**config.mk**
```make
export PLATFORM = sky130hd
export DESIGN_NAME = xorshift64star_range_rng
export DESIGN_NICKNAME = d
export VERILOG_FILES = /design/src/sv/xs64r_pkg.sv /design/src/sv/xorshift64star_range_rng.sv
export VERILOG_INCLUDE_DIRS = /design/src /design/src/sv
export SDC_FILE = /design/constraint.sdc
export NUM_CORES = 2
export LEC_CHECK = 0
export BUFFER_PORTS_ARGS = -buffer_cell sky130_fd_sc_hd__buf_2
export CAP_MARGIN = 15
export CORE_ASPECT_RATIO = 1.75
export CORE_MARGIN = 4
export CORE_UTILIZATION = 58
export DETAILED_ROUTE_END_ITERATION = 8
export PLACE_DENSITY_LB_ADDON = 0.2
export SLEW_MARGIN = 20
export SYNTH_ARGS = -nofsm -noshare
export SYNTH_HDL_FRONTEND = slang
export SYNTH_SLANG_ARGS = --single-unit
```
**constraint.sdc**
```tcl
create_clock -name i_clk -period 9.95 [get_ports i_clk]
set_clock_uncertainty 0.2 [all_clocks]
set_input_delay 0.4975 -clock i_clk [delete_from_list [all_inputs] [get_ports i_clk]]
set_output_delay 0.4975 -clock i_clk [all_outputs]
set_load 0.005 [all_outputs]
```
**src/sv/xorshift64star_range_rng_macros.svh**
```systemverilog
// ----------------------------------------------------------------------------
// xorshift64star_range_rng assertion macros
// Shorthand for the concurrent checks in the generator.
// ----------------------------------------------------------------------------
`ifndef XORSHIFT64STAR_RANGE_RNG_MACROS_SVH
`define XORSHIFT64STAR_RANGE_RNG_MACROS_SVH

// A check that is switched off while reset is held.
`define XS_ASSERT_RST(label, prop, msg) \
    label: assert property (@(posedge i_clk) disable iff (!i_rst_n) prop) else $error(msg);

// A check that also holds through reset.
`define XS_ASSERT_ALWAYS(label, prop, msg) \
    label: assert property (@(posedge i_clk) prop) else $error(msg);

`endif

```
**src/sv/xs64r_pkg.sv**
```systemverilog
// ----------------------------------------------------------------------------
// xs64r_pkg
// Types, constants and the state update function of the xorshift64* block.
// ----------------------------------------------------------------------------
package xs64r_pkg;

    localparam logic [63:0] SEED_DEFAULT = 64'h9E3779B97F4A7C15;
    localparam logic [63:0] MIX_MULT     = 64'h2545F4914F6CDD1D;
    localparam logic [63:0] PCT_BOUND    = 64'd100;
    localparam int          WARMUP_DRAWS = 4;
    localparam int          DIV_STEPS    = 64;

    typedef enum logic [2:0] {
        OP_RESEED = 3'd0,
        OP_BELOW  = 3'd1,
        OP_RANGE  = 3'd2,
        OP_CHANCE = 3'd3,
        OP_FRAC   = 3'd4
    } t_op;

    typedef enum logic [2:0] {
        ST_IDLE,
        ST_WARM,
        ST_DRAW,
        ST_MUL0,
        ST_MUL1,
        ST_MUL2,
        ST_DIV,
        ST_DONE
    } t_state;

    // One xorshift step of the generator word.
    function automatic logic [63:0] xs_step(input logic [63:0] s);
        logic [63:0] x;
        x = s ^ (s >> 12);
        x = x ^ (x << 25);
        x = x ^ (x >> 27);
        return x;
    endfunction

endpackage

```
**src/sv/xorshift64star_range_rng.sv**
```systemverilog
// ----------------------------------------------------------------------------
// xorshift64star_range_rng
// A 64-bit xorshift64* generator serving reseed, bounded, range, chance and
// fraction requests.
// ----------------------------------------------------------------------------
// Usage. A request enters on i_in_valid with i_op, i_arg_a and i_arg_b; it is
// taken at an edge where i_in_valid is high and o_in_stall is low. The block
// works on one request at a time and holds o_in_stall high until that request
// has reached the output register. Each request gives exactly one result on
// o_out_valid, taken at an edge where i_out_stall is low.
// Work per request: a draw that is reduced modulo a bound (below, range,
// chance) takes one xorshift step, three passes of a shared 32x32 multiplier
// and the 64-step restoring divider, which produces one remainder bit per
// cycle. A fraction takes the xorshift step and the three multiplier passes.
// A reseed takes four xorshift steps. Requests with nothing to draw, and
// unused op codes, go straight to the result. The next request can be taken
// in the idle state that follows the write of the previous result.
// Reset loads the default seed and runs the four warm-up steps without giving
// a result, so the block is stalled until the warm-up is through. A
// stalled result stays in the output register; the block can accept and work
// on the next request meanwhile, and that request waits before the output
// until it is free.
// ----------------------------------------------------------------------------
`include "xorshift64star_range_rng_macros.svh"

module xorshift64star_range_rng
    import xs64r_pkg::*;
(
    input  logic               i_clk,
    input  logic               i_rst_n,
    // request channel
    input  logic               i_in_valid,
    output logic               o_in_stall,
    input  logic [2:0]         i_op,
    input  logic signed [63:0] i_arg_a,
    input  logic signed [63:0] i_arg_b,
    // result channel
    output logic               o_out_valid,
    input  logic               i_out_stall,
    output logic signed [63:0] o_draw_value,
    output logic               o_chance_hit,
    output logic [52:0]        o_fraction,
    output logic [61:0]        o_state_view
);

    // Sequencer state and the shared step counter (warm-up and divider).
    t_state      r_state, n_state;
    logic [5:0]  r_cnt,   n_cnt;
    // Set while the warm-up that follows reset runs; that warm-up gives no result.
    logic        r_boot,  n_boot;

    // Generator word, request registers and the working registers.
    logic [63:0] r_gen,   n_gen;
    t_op         r_op,    n_op;
    logic [63:0] r_lo,    n_lo;     // range low bound, or the percent
    logic [63:0] r_div,   n_div;    // divisor of the reduction
    logic        r_use_rem, n_use_rem;
    logic [63:0] r_acc,   n_acc;    // raw product, then the dividend shifter
    logic [31:0] r_cross, n_cross;  // first cross partial product
    logic [63:0] r_rem,   n_rem;    // running remainder

    // Output register.
    logic        r_out_valid, n_out_valid;
    logic [63:0] r_out_value, n_out_value;
    logic        r_out_hit,   n_out_hit;
    logic [52:0] r_out_frac,  n_out_frac;
    logic [61:0] r_out_view,  n_out_view;

    // Decode of the incoming request.
    t_op         in_op;
    logic [63:0] span;
    logic        range_ok;
    logic        below_ok;
    logic        accept;
    logic        out_free;

    // Shared multiplier and divider step.
    logic [31:0] mul_a, mul_b;
    logic [63:0] prod;
    logic [63:0] rem_sh;
    logic        rem_ge;

    assign in_op    = t_op'(i_op);
    assign accept   = i_in_valid && (r_state == ST_IDLE);
    // The range is only drawn when lo < hi and the wrapped span stays positive.
    assign span     = 64'(i_arg_b) - 64'(i_arg_a) + 64'd1;
    assign range_ok = (i_arg_a < i_arg_b) && !span[63] && (span != 64'd0);
    assign below_ok = !i_arg_a[63] && (i_arg_a != 64'sd0);
    // The output register can take a new result when empty or being drained.
    assign out_free = !r_out_valid || !i_out_stall;

    assign prod   = 64'(mul_a) * 64'(mul_b);
    // The remainder stays below the divisor, which is below 2^63, so the
    // shifted remainder fits in 64 bits.
    assign rem_sh = {r_rem[62:0], r_acc[63]};
    assign rem_ge = (rem_sh >= r_div);

    // ------------------------------------------------------------------
    // Next state of the sequencer.
    // ------------------------------------------------------------------
    always_comb begin
        n_state = r_state;
        case (r_state)
            ST_IDLE: begin
                if (i_in_valid) begin
                    case (in_op)
                        OP_RESEED: n_state = ST_WARM;
                        OP_BELOW:  n_state = below_ok ? ST_DRAW : ST_DONE;
                        OP_RANGE:  n_state = range_ok ? ST_DRAW : ST_DONE;
                        OP_CHANCE: n_state = ST_DRAW;
                        OP_FRAC:   n_state = ST_DRAW;
                        default:   n_state = ST_DONE;
                    endcase
                end
            end
            ST_WARM: begin
                if (r_cnt == 6'(WARMUP_DRAWS - 1)) begin
                    n_state = r_boot ? ST_IDLE : ST_DONE;
                end
            end
            ST_DRAW: n_state = ST_MUL0;
            ST_MUL0: n_state = ST_MUL1;
            ST_MUL1: n_state = ST_MUL2;
            ST_MUL2: n_state = (r_op == OP_FRAC) ? ST_DONE : ST_DIV;
            ST_DIV: begin
                if (r_cnt == 6'(DIV_STEPS - 1)) begin
                    n_state = ST_DONE;
                end
            end
            ST_DONE: begin
                if (out_free) begin
                    n_state = ST_IDLE;
                end
            end
            default: n_state = ST_IDLE;
        endcase
    end

    // ------------------------------------------------------------------
    // Sequencer outputs and datapath.
    // ------------------------------------------------------------------
    always_comb begin
        n_cnt       = r_cnt;
        n_boot      = r_boot;
        n_gen       = r_gen;
        n_op        = r_op;
        n_lo        = r_lo;
        n_div       = r_div;
        n_use_rem   = r_use_rem;
        n_acc       = r_acc;
        n_cross     = r_cross;
        n_rem       = r_rem;
        mul_a       = '0;
        mul_b       = '0;
        n_out_valid = r_out_valid && i_out_stall;
        n_out_value = r_out_value;
        n_out_hit   = r_out_hit;
        n_out_frac  = r_out_frac;
        n_out_view  = r_out_view;
        o_in_stall  = (r_state != ST_IDLE);

        case (r_state)
            ST_IDLE: begin
                if (accept) begin
                    n_op      = in_op;
                    n_lo      = 64'd0;
                    n_div     = PCT_BOUND;
                    n_use_rem = 1'b0;
                    n_cnt     = '0;
                    case (in_op)
                        OP_RESEED: begin
                            n_gen = (i_arg_a != 64'sd0) ? 64'(i_arg_a) : SEED_DEFAULT;
                        end
                        OP_BELOW: begin
                            n_div     = 64'(i_arg_a);
                            n_use_rem = below_ok;
                        end
                        OP_RANGE: begin
                            n_lo      = 64'(i_arg_a);
                            n_div     = span;
                            n_use_rem = range_ok;
                        end
                        OP_CHANCE: begin
                            n_lo = 64'(i_arg_a);
                        end
                        default: begin
                            n_lo = 64'd0;
                        end
                    endcase
                end
            end
            ST_WARM: begin
                n_gen = xs_step(r_gen);
                n_cnt = (r_cnt == 6'(WARMUP_DRAWS - 1)) ? 6'd0 : r_cnt + 6'd1;
                if (r_cnt == 6'(WARMUP_DRAWS - 1)) begin
                    n_boot = 1'b0;
                end
            end
            ST_DRAW: begin
                n_gen = xs_step(r_gen);
            end
            ST_MUL0: begin
                mul_a = r_gen[31:0];
                mul_b = MIX_MULT[31:0];
                n_acc = prod;
            end
            ST_MUL1: begin
                mul_a   = r_gen[31:0];
                mul_b   = MIX_MULT[63:32];
                n_cross = prod[31:0];
            end
            ST_MUL2: begin
                mul_a = r_gen[63:32];
                mul_b = MIX_MULT[31:0];
                // Only the low halves of the cross terms land below 2^64.
                n_acc = {r_acc[63:32] + r_cross + prod[31:0], r_acc[31:0]};
                n_rem = 64'd0;
                n_cnt = '0;
            end
            ST_DIV: begin
                n_rem = rem_ge ? (rem_sh - r_div) : rem_sh;
                n_acc = {r_acc[62:0], 1'b0};
                n_cnt = (r_cnt == 6'(DIV_STEPS - 1)) ? 6'd0 : r_cnt + 6'd1;
            end
            ST_DONE: begin
                if (out_free) begin
                    n_out_valid = 1'b1;
                    n_out_value = 64'd0;
                    n_out_hit   = 1'b0;
                    n_out_frac  = '0;
                    n_out_view  = r_gen[61:0];
                    case (r_op)
                        OP_BELOW, OP_RANGE: begin
                            n_out_value = r_use_rem ? (r_lo + r_rem) : r_lo;
                        end
                        OP_CHANCE: begin
                            n_out_hit = !r_lo[63] && (r_rem < r_lo);
                        end
                        OP_FRAC: begin
                            n_out_frac = r_acc[63:11];
                        end
                        default: begin
                            n_out_value = 64'd0;
                        end
                    endcase
                end
            end
            default: begin
                n_cnt = '0;
            end
        endcase
    end

    // ------------------------------------------------------------------
    // Registers. Reset behaves as a reseed with a zero seed.
    // ------------------------------------------------------------------
    always_ff @(posedge i_clk) begin
        if (!i_rst_n) begin
            r_state     <= ST_WARM;
            r_cnt       <= '0;
            r_boot      <= 1'b1;
            r_gen       <= SEED_DEFAULT;
            r_op        <= OP_RESEED;
            r_use_rem   <= 1'b0;
            r_out_valid <= 1'b0;
        end else begin
            r_state     <= n_state;
            r_cnt       <= n_cnt;
            r_boot      <= n_boot;
            r_gen       <= n_gen;
            r_op        <= n_op;
            r_use_rem   <= n_use_rem;
            r_out_valid <= n_out_valid;
        end
    end

    always_ff @(posedge i_clk) begin
        r_lo        <= n_lo;
        r_div       <= n_div;
        r_acc       <= n_acc;
        r_cross     <= n_cross;
        r_rem       <= n_rem;
        r_out_value <= n_out_value;
        r_out_hit   <= n_out_hit;
        r_out_frac  <= n_out_frac;
        r_out_view  <= n_out_view;
    end

    assign o_out_valid  = r_out_valid;
    assign o_draw_value = signed'(r_out_value);
    assign o_chance_hit = r_out_hit;
    assign o_fraction   = r_out_frac;
    assign o_state_view = r_out_view;

    // ------------------------------------------------------------------
    // Assertions.
    // ------------------------------------------------------------------
    `XS_ASSERT_RST(a_gen_nonzero, r_gen != 64'd0, "generator word became zero")
    `XS_ASSERT_RST(a_rem_below_div, (r_state == ST_DIV) |-> (r_rem < r_div),
        "divider remainder not below divisor")
    `XS_ASSERT_RST(a_div_positive,
        (r_state == ST_MUL2 && r_op != OP_FRAC) |=> (r_div != 64'd0 && !r_div[63]),
        "reduction started with a divisor that is not positive")
    `XS_ASSERT_RST(a_cnt_idle,
        (r_state != ST_WARM && r_state != ST_DIV) |-> (r_cnt == 6'd0),
        "step counter not cleared outside warm-up and division")
    `XS_ASSERT_ALWAYS(a_reset_stalls, !i_rst_n |=> o_in_stall,
        "request accepted straight after reset")

endmodule

```
# Word level (Yosys, flattened, before mapping)
# Index checks and enable logic that the tools add are counted.
classes:
  n_bitwise: 4
  n_reduce_logical: 35
  n_eq_ne: 23
  multipliers: 1
  magnitude_cmp: 3
  muxes: 28
  addsub: 7
ops:
  columns: ["cell", "n"]
  rows:
  - ["$pmux W64 S2", 3]
  - ["$mux W64", 5]
  - ["$pmux W64 S3", 1]
  - ["$lt A64 B64 Y1", 2]
  - ["$reduce_bool A64 Y1", 2]
  - ["$sub A64 B64 Y64", 2]
  - ["$add A32 B32 Y32", 2]
  - ["$add A64 B1 Y64 const B", 1]
  - ["$add A64 B64 Y64", 1]
  - ["$ge A64 B64 Y1", 1]
  - ["$mul A32 B32 Y64", 1]
  - ["$pmux W32 S2", 1]
  - ["$xor A64 B37 Y64", 1]
  - ["$xor A64 B52 Y64", 1]
  - ["$xor A64 B64 Y64", 1]
  - ["$pmux W31 S2", 1]
  - ["$pmux W3 S8", 1]
  - ["$pmux W6 S4", 1]
  - ["$mux W3", 7]
  - ["$eq A3 B2 Y1 const B", 6]
  - ["$eq A3 B3 Y1 const B", 6]
  - ["$mux W6", 3]
  - ["$pmux W3 S4", 1]
  - ["$reduce_or A2 Y1", 6]
  - ["19 further kinds", 44]
totals:
  out_inout_bits: 182
  ff_bits: 547
  word_cells: 118

# Longest topological paths before layout
depth:
  word_depth: 9
  mapped_depth: 43

# Worst setup path after synthesis
# OpenSTA, ideal clock, no wires.
synth_path:
  path_kind: "register -> register"
  start: "reg r_state[2]"
  end: "reg r_out_hit, in the netlist o_chance_hit, enable pin"
  t_required_ns: 8.971
  path_buffers: 2
  arrival_ns: 9.630
  path_slack_ns: -0.659
  stages_incl_launch_ff: 5
  setup_time_ns: 0.779
  path_cell_list: "dfxtp_1 clkbuf_1 clkbuf_1 nand3_1 a21oi_1"
synth_via:
  elab_chain_cells: 2
synth_rtl:
  columns: ["item", "line", "rtl"]
  rows:
  - ["start: declaration", "xorshift64star_range_rng.sv:47", "t_state r_state, n_state;"]
  - ["start signal: assignment", "xorshift64star_range_rng.sv:267", "r_state <= n_state;"]
  - ["$eq A3 B3 Y1", "xorshift64star_range_rng.sv:162", "case (r_state)"]
  - ["$reduce_and A2 Y1 (no source line)", null, null]
  - ["end signal: assignment", "xorshift64star_range_rng.sv:284", "r_out_hit <= n_out_hit;"]
  - ["end: declaration", "xorshift64star_range_rng.sv:65", "logic r_out_hit, n_out_hit;"]
# No other way between the ends.
# A chain may end at the register's enable or synchronous reset.

# Worst setup path after layout
layout_path:
  start: "reg r_state[2]"
  end: "reg r_acc[62], data pin"
layout_via:
  elab_chain_cells: 6
  elab_cells_between_ends: 11
  classes_between: "add/sub (1); mul (1); eq/ne (4); mux (3); reduce/logical (2)"
layout_rtl:
  columns: ["item", "line", "rtl"]
  rows:
  - ["$eq A3 B3 Y1 / $eq A3 B2 Y1 (equally long branches)", "xorshift64star_range_rng.sv:162", null]
  - ["$reduce_or A2 Y1 (no source line)", null, null]
  - ["$pmux W32 S2 / $pmux W31 S2 (equally long branches)", "xorshift64star_range_rng.sv:162", null]
  - ["$mul A32 B32 Y64 (*)", "xorshift64star_range_rng.sv:92", "assign prod = 64'(mul_a) * 64'(mul_b);"]
  - ["via prod[30]", "xorshift64star_range_rng.sv:79", "logic [63:0] prod;"]
  - ["$add A32 B32 Y32 (*)", "xorshift64star_range_rng.sv:216", "n_acc = {r_acc[63:32] + r_cross + prod[31:0], r_acc[31:0]};"]
  - ["$pmux W64 S3 (*)", "xorshift64star_range_rng.sv:162", null]
  - ["via n_acc[62]", "xorshift64star_range_rng.sv:58", "logic [63:0] r_acc, n_acc;"]
  - ["end signal: assignment", "xorshift64star_range_rng.sv:280", "r_acc <= n_acc;"]
  - ["end: declaration", "xorshift64star_range_rng.sv:58", null]
# Mark *: on every way through the listed nets, which the timed path passes. The rest lies on a longest branch.

==> results.ini <==
[status]
status = finished clean

[die]
rows = 162
initial_core_util = 0.586
die-height_um = 452
fp.dieW_um = 262
coreArea_um2 = 112000
die_area_um2 = 118000
ioPinCount = 317

[synthesis]
synth_xor_area_frac = 0.0478
ys_seq_area_frac = 0.239
synth_area_um2 = 65400
synthAdderAreaFrac = 0.358
muxShareOfSynthArea = 0.0109
synth_area_per_cell_um2 = 9.59
synth_compound_area_frac = 0.156
synth_area_leaders = edfxtp_1 21%, fa_1 20%, ha_1 16%
netlist.area_leader.share = 0.215
yosys_warnings = 0
synthesis.nets = 8438
yosysUniqueCellTypes = 109
synth_top_flop_cell = edfxtp_1
synth-edff-count = 468
synth_top_family_by_area = adder cells
synthCells = 6819
synth_seq_cells = 547
synth-simple-area-share = 0.103
synth-async-reset-ratio = 0
synth_top_area_cell = edfxtp_1

[job]
drv_cap = 0

[global_route]
grt_usage = 0.450
grt_max_degree = 124
grt_pass1_wl_um = 383000
antenna_found_initial = 29
gr-total-overflow = 0
grt_pass1_vias = 58200

[timing]
drv_slew = 0
setup_tns_ns = 0
grt_setup_unrepaired = true
worstMarginPinSlew_ns = 1.28
fmax_mhz = 103
setup_viol_count_final = 0
post-route-period-util = 0.972
finalHoldViolations = 0
timing.hold.ws_ns = 0.00150
min_period_ns = 9.67
slew_headroom = 0.146

[clock_network]
numClockSinks = 547
clk_path_buf_depth = 3
clockRootBuffer = clkbuf_16
cts_made_buffers = 57
clk_latency_ns = 0.70
cts.clk_slew.worst_paths_ns = 0.07
cts-htree-levels = 2
cts_tree = built

[layout]
drive_above_1_share = 0.140
syn2layout_area_growth_pct = 13.3
fillers = 9362
layout.nets = 9021

[setup_path]
crit_type = reg -> reg
endpoint_kind = flop
crit_path_max_incr_delay_ns = 0.57
timing.rr.start = r_state[2]
crit_top_cell = fa_1
cp.required_ns = 10.27
cp.arrival_ns = 10.00
cp_slowest_cell = fa_1
reg2reg_setup_slack_ns = 0.28
reg2reg_to = r_acc[62]
critical_path.max_fanout = 20
start_kind = flop
r2r_cells = 35

[detailed_routing]
via_per_inst = 6.26
first_pass_iters = 6
vias = 56100
drt_wl_total_um = 264000
first_iter_violations = 4917
ant_nets = 0
wl_per_cell_um = 29.5
drc_errors = 0

[placed_design]
placement.io_buffers = 316
dp_hpwl_um = 216000
place_congestion = 1.16

[min_path]
hold-path-cell-count = 2
hold_class = in -> reg
min_to = r_lo[33]
hp-start = i_arg_a[33]

==> synthesized netlist by cell type, types with 10 or more instances <==
cell       number
inv_1        1237
ha_1          837
fa_1          647
edfxtp_1      468
a21oi_1       399
nor2_1        357
nand2_1       339
o21ai_0       265
xnor2_1       244
clkbuf_1      195
a21o_1        150
and2_1        144
nand3_1       126
xor2_1        113
nand4_1        87
dfxtp_1        79
mux2i_1        69
o21bai_1       65
a211oi_1       61
nor3_1         59
o211ai_1       57
a22oi_1        51
o221ai_1       51
o21a_1         45
nor4_1         41
nand2b_1       40
a22o_1         39
nor2b_1        37
o211a_1        37
a31oi_1        33
and3_1         33
or3_1          33
o22ai_1        27
buf_2          25
o21ai_1        20
o31ai_1        20
a21boi_0       18
or2_2          17
a311oi_1       15
a211o_1        14
o32ai_1        14
a221oi_1       13
or4_1          12
a2111oi_0      10
and4_1         10
==> per-layer routing <==
metal / wire length [µm] / GRT usage / vias to the layer above / share of wire
li1: - / - / 24500 / -
met4: 40200 / 0.499 / 6 / 0.15
met3: 20500 / 0.120 / 1398 / 0.078
met5: 36 / 0 / - / 0.00014
met1: 78900 / 0.427 / 27200 / 0.30
met2: 124000 / 0.737 / 2969 / 0.47
==> worst max-delay path: cells and delay by family, from the launching register on <==
kind | cells | cell delay (ns)
adder cells (fa/ha/maj) | 11 | 4.94
buffers and inverters | 11 | 1.72
AO/OA/AOI/OAI | 7 | 1.43
AND/OR/NAND/NOR | 5 | 0.64
flip-flops | 1 | 0.37
XOR/XNOR | 1 | 0.16
==> cells in the final DEF, fill, tap and decap left out, drive strengths merged, types with 40 or more instances in the layout <==
cell type	instances
nor3	59
nand3	126
o211ai	57
dfxtp	79
nand2b	40
a21o	150
o21bai	65
nor4	41
and2	144
a21oi	404
clkbuf	63
o21ai	288
o21a	45
buf	753
nand2	340
a211oi	67
o221ai	52
xor2	113
inv	1248
a22oi	51
nor2	358
nand4	87
fa	647
xnor2	244
mux2i	69
ha	837
edfxtp	468
==> layout make-up <==
| class | instances | area [µm²] | share of cell area |
|---|---|---|---|
| multi-input combinational | 4799 | 44800 | 0.605 |
| sequential | 547 | 15600 | 0.211 |
| timing repair buffer | 757 | 5100 | 0.0688 |
| inverter | 1240 | 4670 | 0.0630 |
| tap | 1476 | 1850 | 0.0249 |
| clock buffer | 62 | 1490 | 0.0201 |
| clock inverter | 46 | 445 | 0.00601 |
| antenna | 26 | 65.1 | 0.000878 |
==> what timing repair did <==
item                                   4_1_cts  5_1_grt
hold buffers                                 3        0
endpoints found under the hold margin        3        0
gates resized for setup                     22      103
gates cloned                                 0        0
setup endpoints to repair                    7        9
setup buffers                                0        6
pin swaps                                    1       29
==> flip-flops by register name, summed over array words and instances, names as in the netlist <==
name          count
o_chance_hit      1
o_draw_value     64
o_fraction       53
o_out_valid       1
o_state_view     62
r_acc            64
r_boot            1
r_cnt             6
r_cross          32
r_div            64
r_gen            64
r_lo             64
r_op              3
r_rem            64
r_state           3
r_use_rem         1
==> logic make-up (layout without fill, tap and decap cells) <==
family          after synthesis  after routing
compound gates             1514           1514
fa+ha+maj                  1484           1484
buf+inv                    1473           2105
simple gates               1371           1371
flops                       547            547
xor+xnor                    357            357
mux                          71             71
other cells                   2             28
==> how the worst max path moves through the flow <==
stage / slack (ns) / from / endpoint / cells past startpoint
finish: 0.28 / r_state[2] / r_acc[62] / 35
CTS: 0.007 / r_state[1] / r_acc[59] / 41
detailed placement: -0.30 / r_state[1] / r_acc[59] / 43
floorplan: 0.01 / r_state[2] / r_acc[63] / 35
global route: -0.08 / r_state[2] / r_acc[63] / 42
global placement: -0.24 / r_state[1] / r_acc[63] / 42
==> per-stage QoR <==
| step | setup WS, ns | cell area (µm²) | instances | util |
|---|---|---|---|---|
| 2_1_floorplan | 0.0142 | 65500 | 6819 | - |
| 3_5_place_dp | -0.298 | 71400 | 8808 | 0.640 |
| 5_1_grt | -0.0782 | 74000 | 8930 | 0.663 |
| 4_1_cts | 0.00667 | 73500 | 8919 | 0.658 |
| 6_report | 0.275 | 74100 | 8953 | 0.663 |
| 3_3_place_gp | -0.237 | 71400 | 8808 | 0.640 |
Power is left out: the tool's default activity adds up to more than one toggle a clock period on the data nets, which glitch-free logic cannot reach.
